<file path="src/rtl/rbb_pkg.sv">
package rbb_pkg;

    // Width of the brick levels and of the price as the arithmetic sees it.
    localparam int PRICE_W      = 32;
    // Fraction bits of the scale register.
    localparam int SCALE_FRAC_W = 16;

    // Fixed field widths of the stream payloads.
    localparam int TICK_W   = 32;
    localparam int SCALE_W  = 16;
    localparam int COUNT_W  = 16;
    localparam int DIR_W    = 2;
    localparam int CLOSE_W  = 32;
    localparam int ACTION_W = 1;

    localparam int OUT_FIELDS_W = COUNT_W + DIR_W + CLOSE_W;
    localparam int OUT_DATA_W   = ((OUT_FIELDS_W + 7) / 8) * 8;
    localparam int OUT_PAD_W    = OUT_DATA_W - OUT_FIELDS_W;

    // Bit positions of the result fields inside the output tdata.
    localparam int COUNT_LSB = 0;
    localparam int DIR_LSB   = COUNT_LSB + COUNT_W;
    localparam int CLOSE_LSB = DIR_LSB + DIR_W;

    // Product wide enough for any scale format in range before the shift.
    localparam int PROD_W = PRICE_W + SCALE_W + SCALE_FRAC_W;
    // Divider step counter holds the step count itself.
    localparam int STEP_W = $clog2(PRICE_W + 1);

    localparam logic [COUNT_W-1:0] COUNT_MAX = '1;

    // Direction codes, two's complement: +1 up, -1 down, 0 none.
    localparam logic [DIR_W-1:0] DIR_NONE = 2'b00;
    localparam logic [DIR_W-1:0] DIR_UP   = 2'b01;
    localparam logic [DIR_W-1:0] DIR_DOWN = 2'b11;

    // Input action codes.
    localparam logic [ACTION_W-1:0] ACT_TICK    = 1'b0;
    localparam logic [ACTION_W-1:0] ACT_RESTART = 1'b1;

    typedef enum logic [2:0] {
        ST_IDLE,
        ST_EVAL,
        ST_PRIME,
        ST_DIV,
        ST_FOLLOW,
        ST_EMIT
    } seq_state_t;

    typedef struct packed {
        logic               start;
        logic [PRICE_W-1:0] dividend;
        logic [PRICE_W-1:0] divisor;
    } div_req_t;

    typedef struct packed {
        logic               done;
        logic [PRICE_W-1:0] quotient;
        logic [PRICE_W-1:0] remainder;
    } div_rsp_t;

    typedef struct packed {
        logic               valid;
        logic [COUNT_W-1:0] count;
        logic [DIR_W-1:0]   direction;
        logic [CLOSE_W-1:0] close;
    } result_t;

endpackage

</file>
<file path="src/rtl/rbb_divider.sv">
module rbb_divider (
    input  logic             clk,
    input  logic             rst_n,
    input  rbb_pkg::div_req_t req,
    output rbb_pkg::div_rsp_t rsp
);
    import rbb_pkg::*;

    // Restoring radix-2 divider: one quotient bit per cycle. The dividend is
    // loaded into the quotient register and shifted out from its top while
    // quotient bits shift in at the bottom.
    logic [PRICE_W-1:0] rem_reg, rem_next;
    logic [PRICE_W-1:0] quo_reg, quo_next;
    logic [STEP_W-1:0]  step_reg, step_next;
    logic               done_reg, done_next;
    logic [PRICE_W:0]   trial;
    logic               fits;

    assign trial = {rem_reg, quo_reg[PRICE_W-1]};
    assign fits  = trial >= {1'b0, req.divisor};

    always_comb
    begin
        rem_next  = rem_reg;
        quo_next  = quo_reg;
        step_next = step_reg;
        done_next = 1'b0;
        if (req.start)
        begin
            rem_next  = '0;
            quo_next  = req.dividend;
            step_next = STEP_W'(PRICE_W);
        end
        else if (step_reg != '0)
        begin
            if (fits)
            begin
                rem_next = PRICE_W'(trial - {1'b0, req.divisor});
            end
            else
            begin
                rem_next = PRICE_W'(trial);
            end
            quo_next  = {quo_reg[PRICE_W-2:0], fits};
            step_next = step_reg - STEP_W'(1);
            done_next = (step_reg == STEP_W'(1));
        end
    end

    always_ff @(posedge clk or negedge rst_n)
    begin
        if (!rst_n)
        begin
            step_reg <= '0;
            done_reg <= 1'b0;
        end
        else
        begin
            step_reg <= step_next;
            done_reg <= done_next;
        end
    end

    always_ff @(posedge clk)
    begin
        rem_reg <= rem_next;
        quo_reg <= quo_next;
    end

    // Packed in the order done, quotient, remainder from the top bit down.
    assign rsp = {done_reg, quo_reg, rem_reg};

endmodule

</file>
<file path="src/rtl/rbb_seq.sv">
module rbb_seq (
    input  logic                           clk,
    input  logic                           rst_n,
    input  logic                           in_valid,
    output logic                           in_ready,
    input  logic [rbb_pkg::ACTION_W-1:0]   in_action,
    input  logic [rbb_pkg::TICK_W-1:0]     in_price,
    input  logic [rbb_pkg::SCALE_W-1:0]    scale,
    output rbb_pkg::result_t               res,
    input  logic                           res_ready
);
    import rbb_pkg::*;

    seq_state_t state_reg, state_next;
    logic       started_reg, started_next;

    logic [PRICE_W-1:0]  high_reg, high_next;
    logic [PRICE_W-1:0]  low_reg, low_next;
    logic [PRICE_W-1:0]  span_reg, span_next;
    logic [PRICE_W-1:0]  price_reg, price_next;
    logic [ACTION_W-1:0] action_reg, action_next;
    logic [DIR_W-1:0]    dir_reg, dir_next;
    logic [COUNT_W-1:0]  count_reg, count_next;
    logic [PRICE_W-1:0]  close_reg, close_next;

    div_req_t div_req;
    div_rsp_t div_rsp;

    logic [PRICE_W:0]   up_sum;
    logic               up_hit;
    logic [PRICE_W-1:0] down_lim;
    logic               down_hit;
    logic [PROD_W-1:0]  product;
    logic [COUNT_W-1:0] count_sat;

    rbb_divider u_divider (
        .clk   (clk),
        .rst_n (rst_n),
        .req   (div_req),
        .rsp   (div_rsp)
    );

    assign up_sum   = {1'b0, high_reg} + {1'b0, span_reg};
    assign up_hit   = {1'b0, price_reg} >= up_sum;
    assign down_lim = low_reg - span_reg;
    // A down brick needs room below the low; prices never go negative.
    assign down_hit = (low_reg >= span_reg) && (price_reg <= down_lim);
    assign product  = PROD_W'(price_reg) * PROD_W'(scale);
    assign count_sat = (div_rsp.quotient > PRICE_W'(COUNT_MAX)) ?
                       COUNT_MAX : COUNT_W'(div_rsp.quotient);

    always_comb
    begin
        state_next   = state_reg;
        started_next = started_reg;
        high_next    = high_reg;
        low_next     = low_reg;
        span_next    = span_reg;
        price_next   = price_reg;
        action_next  = action_reg;
        dir_next     = dir_reg;
        count_next   = count_reg;
        close_next   = close_reg;

        in_ready         = 1'b0;
        div_req.start    = 1'b0;
        div_req.dividend = price_reg - high_reg;
        div_req.divisor  = span_reg;
        res.valid        = 1'b0;
        res.count        = count_reg;
        res.direction    = dir_reg;
        res.close        = CLOSE_W'(close_reg);

        unique case (state_reg)
            ST_IDLE:
            begin
                in_ready = 1'b1;
                if (in_valid)
                begin
                    price_next  = PRICE_W'(in_price);
                    action_next = in_action;
                    state_next  = ST_EVAL;
                end
            end
            ST_EVAL:
            begin
                dir_next   = DIR_NONE;
                count_next = '0;
                close_next = '0;
                state_next = ST_EMIT;
                if (action_reg == ACT_RESTART)
                begin
                    started_next = 1'b0;
                end
                else if (!started_reg)
                begin
                    high_next    = price_reg;
                    low_next     = price_reg;
                    started_next = 1'b1;
                    state_next   = ST_PRIME;
                end
                else if (span_reg == '0)
                begin
                    state_next = ST_EMIT;
                end
                else if (up_hit)
                begin
                    div_req.start = 1'b1;
                    dir_next      = DIR_UP;
                    state_next    = ST_DIV;
                end
                else if (down_hit)
                begin
                    div_req.start    = 1'b1;
                    div_req.dividend = low_reg - price_reg;
                    dir_next         = DIR_DOWN;
                    state_next       = ST_DIV;
                end
            end
            ST_PRIME:
            begin
                span_next  = PRICE_W'(product >> SCALE_FRAC_W);
                state_next = ST_EMIT;
            end
            ST_DIV:
            begin
                if (div_rsp.done)
                begin
                    count_next = count_sat;
                    // The level moves by quotient times span, which is the
                    // distance to the price less the remainder.
                    if (dir_reg == DIR_UP)
                    begin
                        high_next = price_reg - div_rsp.remainder;
                    end
                    else
                    begin
                        low_next = price_reg + div_rsp.remainder;
                    end
                    state_next = ST_FOLLOW;
                end
            end
            ST_FOLLOW:
            begin
                if (dir_reg == DIR_UP)
                begin
                    low_next   = high_reg - span_reg;
                    close_next = high_reg;
                end
                else
                begin
                    high_next  = low_reg + span_reg;
                    close_next = low_reg;
                end
                state_next = ST_EMIT;
            end
            ST_EMIT:
            begin
                res.valid = 1'b1;
                if (res_ready)
                begin
                    state_next = ST_IDLE;
                end
            end
            default:
            begin
                state_next = ST_IDLE;
            end
        endcase
    end

    always_ff @(posedge clk or negedge rst_n)
    begin
        if (!rst_n)
        begin
            state_reg   <= ST_IDLE;
            started_reg <= 1'b0;
        end
        else
        begin
            state_reg   <= state_next;
            started_reg <= started_next;
        end
    end

    always_ff @(posedge clk)
    begin
        high_reg   <= high_next;
        low_reg    <= low_next;
        span_reg   <= span_next;
        price_reg  <= price_next;
        action_reg <= action_next;
        dir_reg    <= dir_next;
        count_reg  <= count_next;
        close_reg  <= close_next;
    end

endmodule

</file>
<file path="src/rtl/renko_brick_builder.sv">
// Channel   Direction  Beat contents
// s_axis    in         tuser: action (1 = restart); tdata: tick_price Q24.8
// m_axis    out        tdata: brick_count, brick_direction, brick_close
// cfg       in         cfg_data: brick_scale Q0.16, written without an index
//
// A price tick that completes bricks is evaluated, then runs through the
// shared radix-2 divider (32 quotient bits, one per cycle, then its registered
// done flag); the levels are then placed and the result is handed to the
// output register. Restart and no-brick ticks go from evaluation straight
// to the result; priming ticks first compute the span from their price.
// Reset (rst_n, asynchronous, active low) clears the started flag, the scale
// register and the output valid. The input is ready again once the result
// moves into the output register, so a stalled output holds at most one
// result while the next tick is taken.
module renko_brick_builder (
    input  logic                              clk,
    input  logic                              rst_n,

    input  logic                              s_axis_tvalid,
    output logic                              s_axis_tready,
    // [31:0] tick_price
    input  logic [rbb_pkg::TICK_W-1:0]        s_axis_tdata,
    // [0] action
    input  logic [rbb_pkg::ACTION_W-1:0]      s_axis_tuser,

    output logic                              m_axis_tvalid,
    input  logic                              m_axis_tready,
    // [15:0] brick_count, [17:16] brick_direction, [49:18] brick_close,
    // [55:50] zero
    output logic [rbb_pkg::OUT_DATA_W-1:0]    m_axis_tdata,

    input  logic                              cfg_valid,
    output logic                              cfg_ready,
    input  logic [rbb_pkg::SCALE_W-1:0]       cfg_data
);
    import rbb_pkg::*;

    logic [SCALE_W-1:0]    scale_reg, scale_next;
    logic                  out_valid_reg, out_valid_next;
    logic [OUT_DATA_W-1:0] out_data_reg, out_data_next;
    result_t               res;
    logic                  res_ready;

    // The user changes scale only between items; not enforced, always accepted.
    assign cfg_ready = 1'b1;

    rbb_seq u_seq (
        .clk       (clk),
        .rst_n     (rst_n),
        .in_valid  (s_axis_tvalid),
        .in_ready  (s_axis_tready),
        .in_action (s_axis_tuser),
        .in_price  (s_axis_tdata),
        .scale     (scale_reg),
        .res       (res),
        .res_ready (res_ready)
    );

    // The output register takes a new result when empty or being drained.
    assign res_ready = !out_valid_reg || m_axis_tready;

    always_comb
    begin
        scale_next = scale_reg;
        if (cfg_valid && cfg_ready)
        begin
            scale_next = cfg_data;
        end

        out_valid_next = (res.valid && res_ready) || (out_valid_reg && !m_axis_tready);
        out_data_next  = out_data_reg;
        if (res.valid && res_ready)
        begin
            out_data_next = {{OUT_PAD_W{1'b0}}, res.close, res.direction, res.count};
        end
    end

    always_ff @(posedge clk or negedge rst_n)
    begin
        if (!rst_n)
        begin
            scale_reg     <= '0;
            out_valid_reg <= 1'b0;
        end
        else
        begin
            scale_reg     <= scale_next;
            out_valid_reg <= out_valid_next;
        end
    end

    always_ff @(posedge clk)
    begin
        out_data_reg <= out_data_next;
    end

    assign m_axis_tvalid = out_valid_reg;
    assign m_axis_tdata  = out_data_reg;

endmodule

</file>
<file path="config.mk">
export PLATFORM = sky130hd
export DESIGN_NAME = renko_brick_builder
export DESIGN_NICKNAME = d
export VERILOG_FILES = /design/src/rtl/rbb_pkg.sv /design/src/rtl/rbb_divider.sv /design/src/rtl/rbb_seq.sv /design/src/rtl/renko_brick_builder.sv
export SDC_FILE = /design/constraint.sdc
export NUM_CORES = 2
export LEC_CHECK = 0
export CAP_MARGIN = 20
export CORE_ASPECT_RATIO = 1.1
export CORE_MARGIN = 1.5
export CORE_UTILIZATION = 43
export DETAILED_ROUTE_END_ITERATION = 16
export DONT_BUFFER_PORTS = 1
export PLACE_DENSITY_LB_ADDON = 0.3
export REMOVE_ABC_BUFFERS = 1
export SYNTH_ARGS = -nofsm -noshare
export SYNTH_HDL_FRONTEND = slang
export SYNTH_SLANG_ARGS = --single-unit
</file>
<file path="constraint.sdc">
create_clock -name clk -period 9.3 [get_ports clk]
set_input_delay 1.86 -clock clk [delete_from_list [all_inputs] [get_ports clk]]
set_output_delay 1.86 -clock clk [all_outputs]
set_load 0.05 [all_outputs]
</file>
== Word level (Yosys, flattened, before mapping) ==
Index checks and enable logic that the tools add are counted.

* Register bits: 321
* Word-level logic and storage cells: 116

* Add/sub/neg operators: 10
* $mul: 1
* $lt $le $gt $ge: 5
* Equality and inequality tests: 16
* Multiplexer cells: 43
* Bitwise logic cells: 1
* Reduce and logical (&&, ||, !) cells: 22

{| class="wikitable"
|+ Operators by type and width
! cell !! number
|-
| $mux 32 || 13
|-
| $pmux 32 s3 || 2
|-
| $sub 32x32->32 || 6
|-
| $mux 33 || 5
|-
| $add 32x32->32 || 2
|-
| $pmux 32 s2 || 1
|-
| $mul 32x16->48 || 1
|-
| $add 32x32->33 || 1
|-
| $ge 32x33->1 || 1
|-
| $ge 33x32->1 || 1
|-
| $ge 32x32->1 || 1
|-
| $gt 32x16->1 const B || 1
|-
| $le 32x32->1 || 1
|-
| $logic_not 32->1 || 1
|-
| $mux 16 || 2
|-
| $pmux 16 s2 || 1
|-
| $mux 3 || 8
|-
| $pmux 3 s5 || 1
|-
| $ne 2x2->1 const B || 7
|-
| $mux 6 || 2
|-
| $reduce_and 6->1 || 2
|-
| $mux 1 || 7
|-
| $eq 3x2->1 const B || 2
|-
| $eq 3x3->1 const B || 2
|-
| 19 further kinds || 27
|}

== Depth between registers and ports, before layout ==
* Depth after elaboration: 10
* Mapped depth: 27
* Mapped depth without buffers: 26

== Modules after synthesis ==
From an unflattened synthesis, not the netlist that was laid out.

* Cells, all modules: 5018
* Area total of the unflattened synthesis: 44233.7 sq um

{| class="wikitable"
|+ By module, submodules not included
! module !! instances !! cells each !! area an instance (sq um) !! seq. area each (sq um)
|-
| rbb_seq || 1 || 4387 || 37094.3 || 5475.3
|-
| rbb_divider || 1 || 534 || 4884.7 || 1776.7
|-
| renko_brick_builder || 1 || 97 || 2254.7 || 1926.8
|}

== Least setup slack after synthesis ==
No wires, ideal clock.

* Path kind: register to register
* From: reg u_seq.price_reg[8]
* To: reg u_seq.span_reg[31], data pin
* Library setup time: 0.260 ns
* Data arrival time: 6.450 ns
* Slack: 2.590 ns
* Cell stages (with the launch flop): 25
* Buffers on the path: 2
* Cells stage by stage: edfxtp_1 > clkbuf_1 > clkbuf_1 > nand2_1 > fa_1 > fa_1 > fa_1 > fa_1 > inv_1 > fa_1 > inv_1 > fa_1 > inv_1 > ha_1 > and4_1 > a31o_2 > a211oi_1 > o211a_1 > nor3_1 > o41a_1 > a21o_1 > o41ai_2 > o21bai_1 > a21oi_1 > xnor2_1

* Longest elaborated chain between the ends: 1

{| class="wikitable"
|+ RTL lines
! item !! line !! text
|-
| start: declaration || rbb_seq.sv:20 || <nowiki>logic [PRICE_W-1:0] price_reg, price_next;</nowiki>
|-
| start signal: assignment || rbb_seq.sv:191 || <nowiki>price_reg <= price_next;</nowiki>
|-
| $mul 32x16->48 || rbb_seq.sv:48 || <nowiki>assign product = PROD_W'(price_reg) * PROD_W'(scale);</nowiki>
|-
| net u_seq.product[47] || rbb_seq.sv:33 || <nowiki>logic [PROD_W-1:0] product;</nowiki>
|-
| end signal: assignment || rbb_seq.sv:190 || <nowiki>span_reg <= span_next;</nowiki>
|-
| end: declaration || rbb_seq.sv:19 || <nowiki>logic [PRICE_W-1:0] span_reg, span_next;</nowiki>
|}

The timed path passes the listed nets, and every way through them passes these cells.
A chain may end at the register's enable or synchronous reset.

== Worst setup path after layout ==
* From: reg scale_reg[2]
* To: reg u_seq.span_reg[13], data pin

* Longest elaborated chain between the ends: 1

{| class="wikitable"
|+ RTL lines
! item !! line !! text
|-
| start: declaration || renko_brick_builder.sv:38 || <nowiki>logic [SCALE_W-1:0] scale_reg, scale_next;</nowiki>
|-
| start signal: assignment || renko_brick_builder.sv:87 || <nowiki>scale_reg <= scale_next;</nowiki>
|-
| $mul 32x16->48 || rbb_seq.sv:48 ||
|-
| net u_seq.product[29] || rbb_seq.sv:33 ||
|}

The timed path passes the listed nets, and every way through them passes these cells.

==> reports/qor.txt <==
RSZ-0062 raised after global routing: false
Most frequent cells in the layout: inv_1 (676), nand2_1 (543), ha_1 (465)
CP Launch Type: flop
Slew margin rel.: 0.274
WL/cell: 21.4 um
Gr ovfl total: 0
WP data required: 9660 ps
Max-slew violations: 0
Clock slew at reported path FFs: 50 ps
Max-cap violations: 0
Number of global-route vias before repair: 35338
Most common cell after layout, fill and taps aside: inv_1
Avg Vias per Cell: 5.66
Initial core utilization: 0.434
First-pass GRT wire length: 204 mm
DIE AREA: 104000 um2
DRC errors left: 0
Post-place setup slack: 1750 ps
Initial antenna violation count: 0
Seq/Total Area, Yosys: 0.210
Inst Count DP: 6107
Final setup viols: 0
Worst min path class: flop to flop
CTS tree: yes
Period utilisation layout: 0.819
Crit end category: flop
First drt pass iteration count: 7
Post-CTS Setup Repair Bufs: 0
Crit-path max FO: 21
Routed Antenna Nets: 0
YS warnings: 0
Mean Syn Cell Area: 8.82 um2
Area Overhead vs Synth: 6.27%
Yosys cell types: 92
Setup WS post-layout: 1680 ps
CTS H-tree lvls: 2
Clk sinks: 321
Non-Filler Instances: 6186
Post-Route WL: 132 mm
Global Route Usage Sum: 0.255
Outcome: finished clean
Mapped Cells: 4960
Die height: 338 um
Number of synthesized flops with an enable pin: 261
Max Root-Sink Buffers: 3
Final TNS setup: 0 ps
#FFs+latches synth: 321
Slew @ Worst Pin: 1080 ps
Area after DPL: 45100 um2
Crit Path Class: flop to flop
Final worst path period need: 7620 ps
Flip-flop count of the largest register after layout: 50
Worst Skew: 49.1 ps
Std-Cell Core Area: 101000 um2
Fraction of registers with async set/reset: 0.0872
Die width: 307 um
Nets: 5794
I/O pin count: 113
Via Count: 34985
Hold_buf cts: 0
Num rows: 122
Initial DRC count: 2425
F_max: 131 MHz
Clk Latency, worst-skew pair: 640 ps
Placed wire-length estimate: 106 mm
IO Port Bufs: 0
Finished Cell Area: 46500 um2
Most used flip-flop cell after synthesis: edfxtp_1
Inserted Clock Buffers: 42
Critical Path AT: 7980 ps
Layout cell share with drive strength beyond 1: 0.0446
Count of cells resized by post-cts repair: 0
Post-Syn Area: 43800 um2
Root Driver: clkbuf_16
Final GP Congestion: 0.955
Largest net degree at the start of global routing: 95
Final Hold Vio Count: 0
## final cells by class
type                    count  area [um2]
diodes                      1        2.50
clock buffers              56        1130
clock inverters            22         285
fillers                  9772       54200
inverters                 679        2550
multi-input cells        3725       31100
flip-flops and latches    321        9180
well taps                1302        1630
repair buffers             80         613
## worst max-delay path: stages (launching register included)
cell       delay (ps)
dfrtp_1           880
nand2_1           160
fa_1              520
fa_1              580
fa_1              450
fa_1              550
inv_1              50
fa_1              480
inv_1              50
fa_1              480
inv_1              40
ha_1              310
and4_1            170
a31o_2            220
a211oi_1          630
o21ai_0           230
a31oi_1           370
a2bb2oi_1         490
o21ba_2           250
nor2b_1            60
o21a_1            180
nor2_1            130
xnor2_1            70
## kinds of logic (layout without fill, tap and decap cells)
group / Yosys count / after routing / synth area share
XOR/XNOR: 274 / 274 / 0.0548
other: 2 / 8 / 0.000172
adder cells (fa/ha/maj): 891 / 891 / 0.328
AND/OR/NAND/NOR: 1429 / 1429 / 0.155
AO/OA/AOI/OAI: 1089 / 1089 / 0.163
multiplexers: 35 / 35 / 0.00860
flip-flops: 321 / 321 / 0.210
buffers and inverters: 919 / 837 / 0.0810
## synthesized netlist by cell type, types with 14 or more instances
cell,number,area (um2)
nand3_1,54,270
clkbuf_1,184,691
nor2_1,289,1080
and2_1,229,1430
inv_1,676,2540
dfrtp_1,28,701
o211ai_1,47,353
nand4_1,31,194
nand2b_1,44,275
a21oi_1,369,1850
mux2i_1,14,140
or3_1,17,106
dfxtp_1,32,641
and3_1,19,119
buf_2,27,135
xor2_1,66,578
buf_1,15,56.3
nand2_1,546,2050
nor2b_1,52,325
o221ai_1,25,219
o21a_1,28,210
a211oi_1,76,571
o21ai_0,167,836
o31ai_1,27,203
mux2_2,21,236
xnor2_1,208,1820
o21bai_1,56,420
a31oi_1,29,181
ha_1,465,5820
a21o_1,104,781
nor4_1,31,194
nor3_1,67,335
edfxtp_1,261,7840
fa_1,426,8530
## per-stage QoR
step,hold WS [ps],utilization
6_report,416,0.462
5_1_grt,420,0.462
4_1_cts,417,0.462
3_5_place_dp,405,0.448
3_3_place_gp,404,0.448
2_1_floorplan,400,-
## per-layer routing
layer	wire length (um)	up-vias	part of all wire	track usage
met2	62800	1119	0.47	0.437
li1	-	16484	-	-
met1	56400	17163	0.43	0.330
met4	5790	0	0.044	0.105
met5	0	-	0	0
met3	7290	219	0.055	0.0266
## final timing paths
path	to	from	cells after the start	slack [ps]
max reg2reg	u_seq.span_reg[13]$_DFFE_PN_	scale_reg[2]$_DFFE_PN0P_	22	1680
min	m_axis_tdata[36]$_DFFE_PP_	u_seq.close_reg[18]$_SDFFCE_PN0P_	0	420
max	u_seq.span_reg[13]$_DFFE_PN_	scale_reg[2]$_DFFE_PN0P_	22	1680
max in group asynchronous	scale_reg[1]$_DFFE_PN0P_	rst_n	0	8230
min in group asynchronous	m_axis_tvalid$_DFF_PN0_	rst_n	0	940
min reg2reg	m_axis_tdata[36]$_DFFE_PP_	u_seq.close_reg[18]$_SDFFCE_PN0P_	0	420
Power is left out: the tool's default activity adds up to more than one toggle a clock period on the data nets, which glitch-free logic cannot reach.
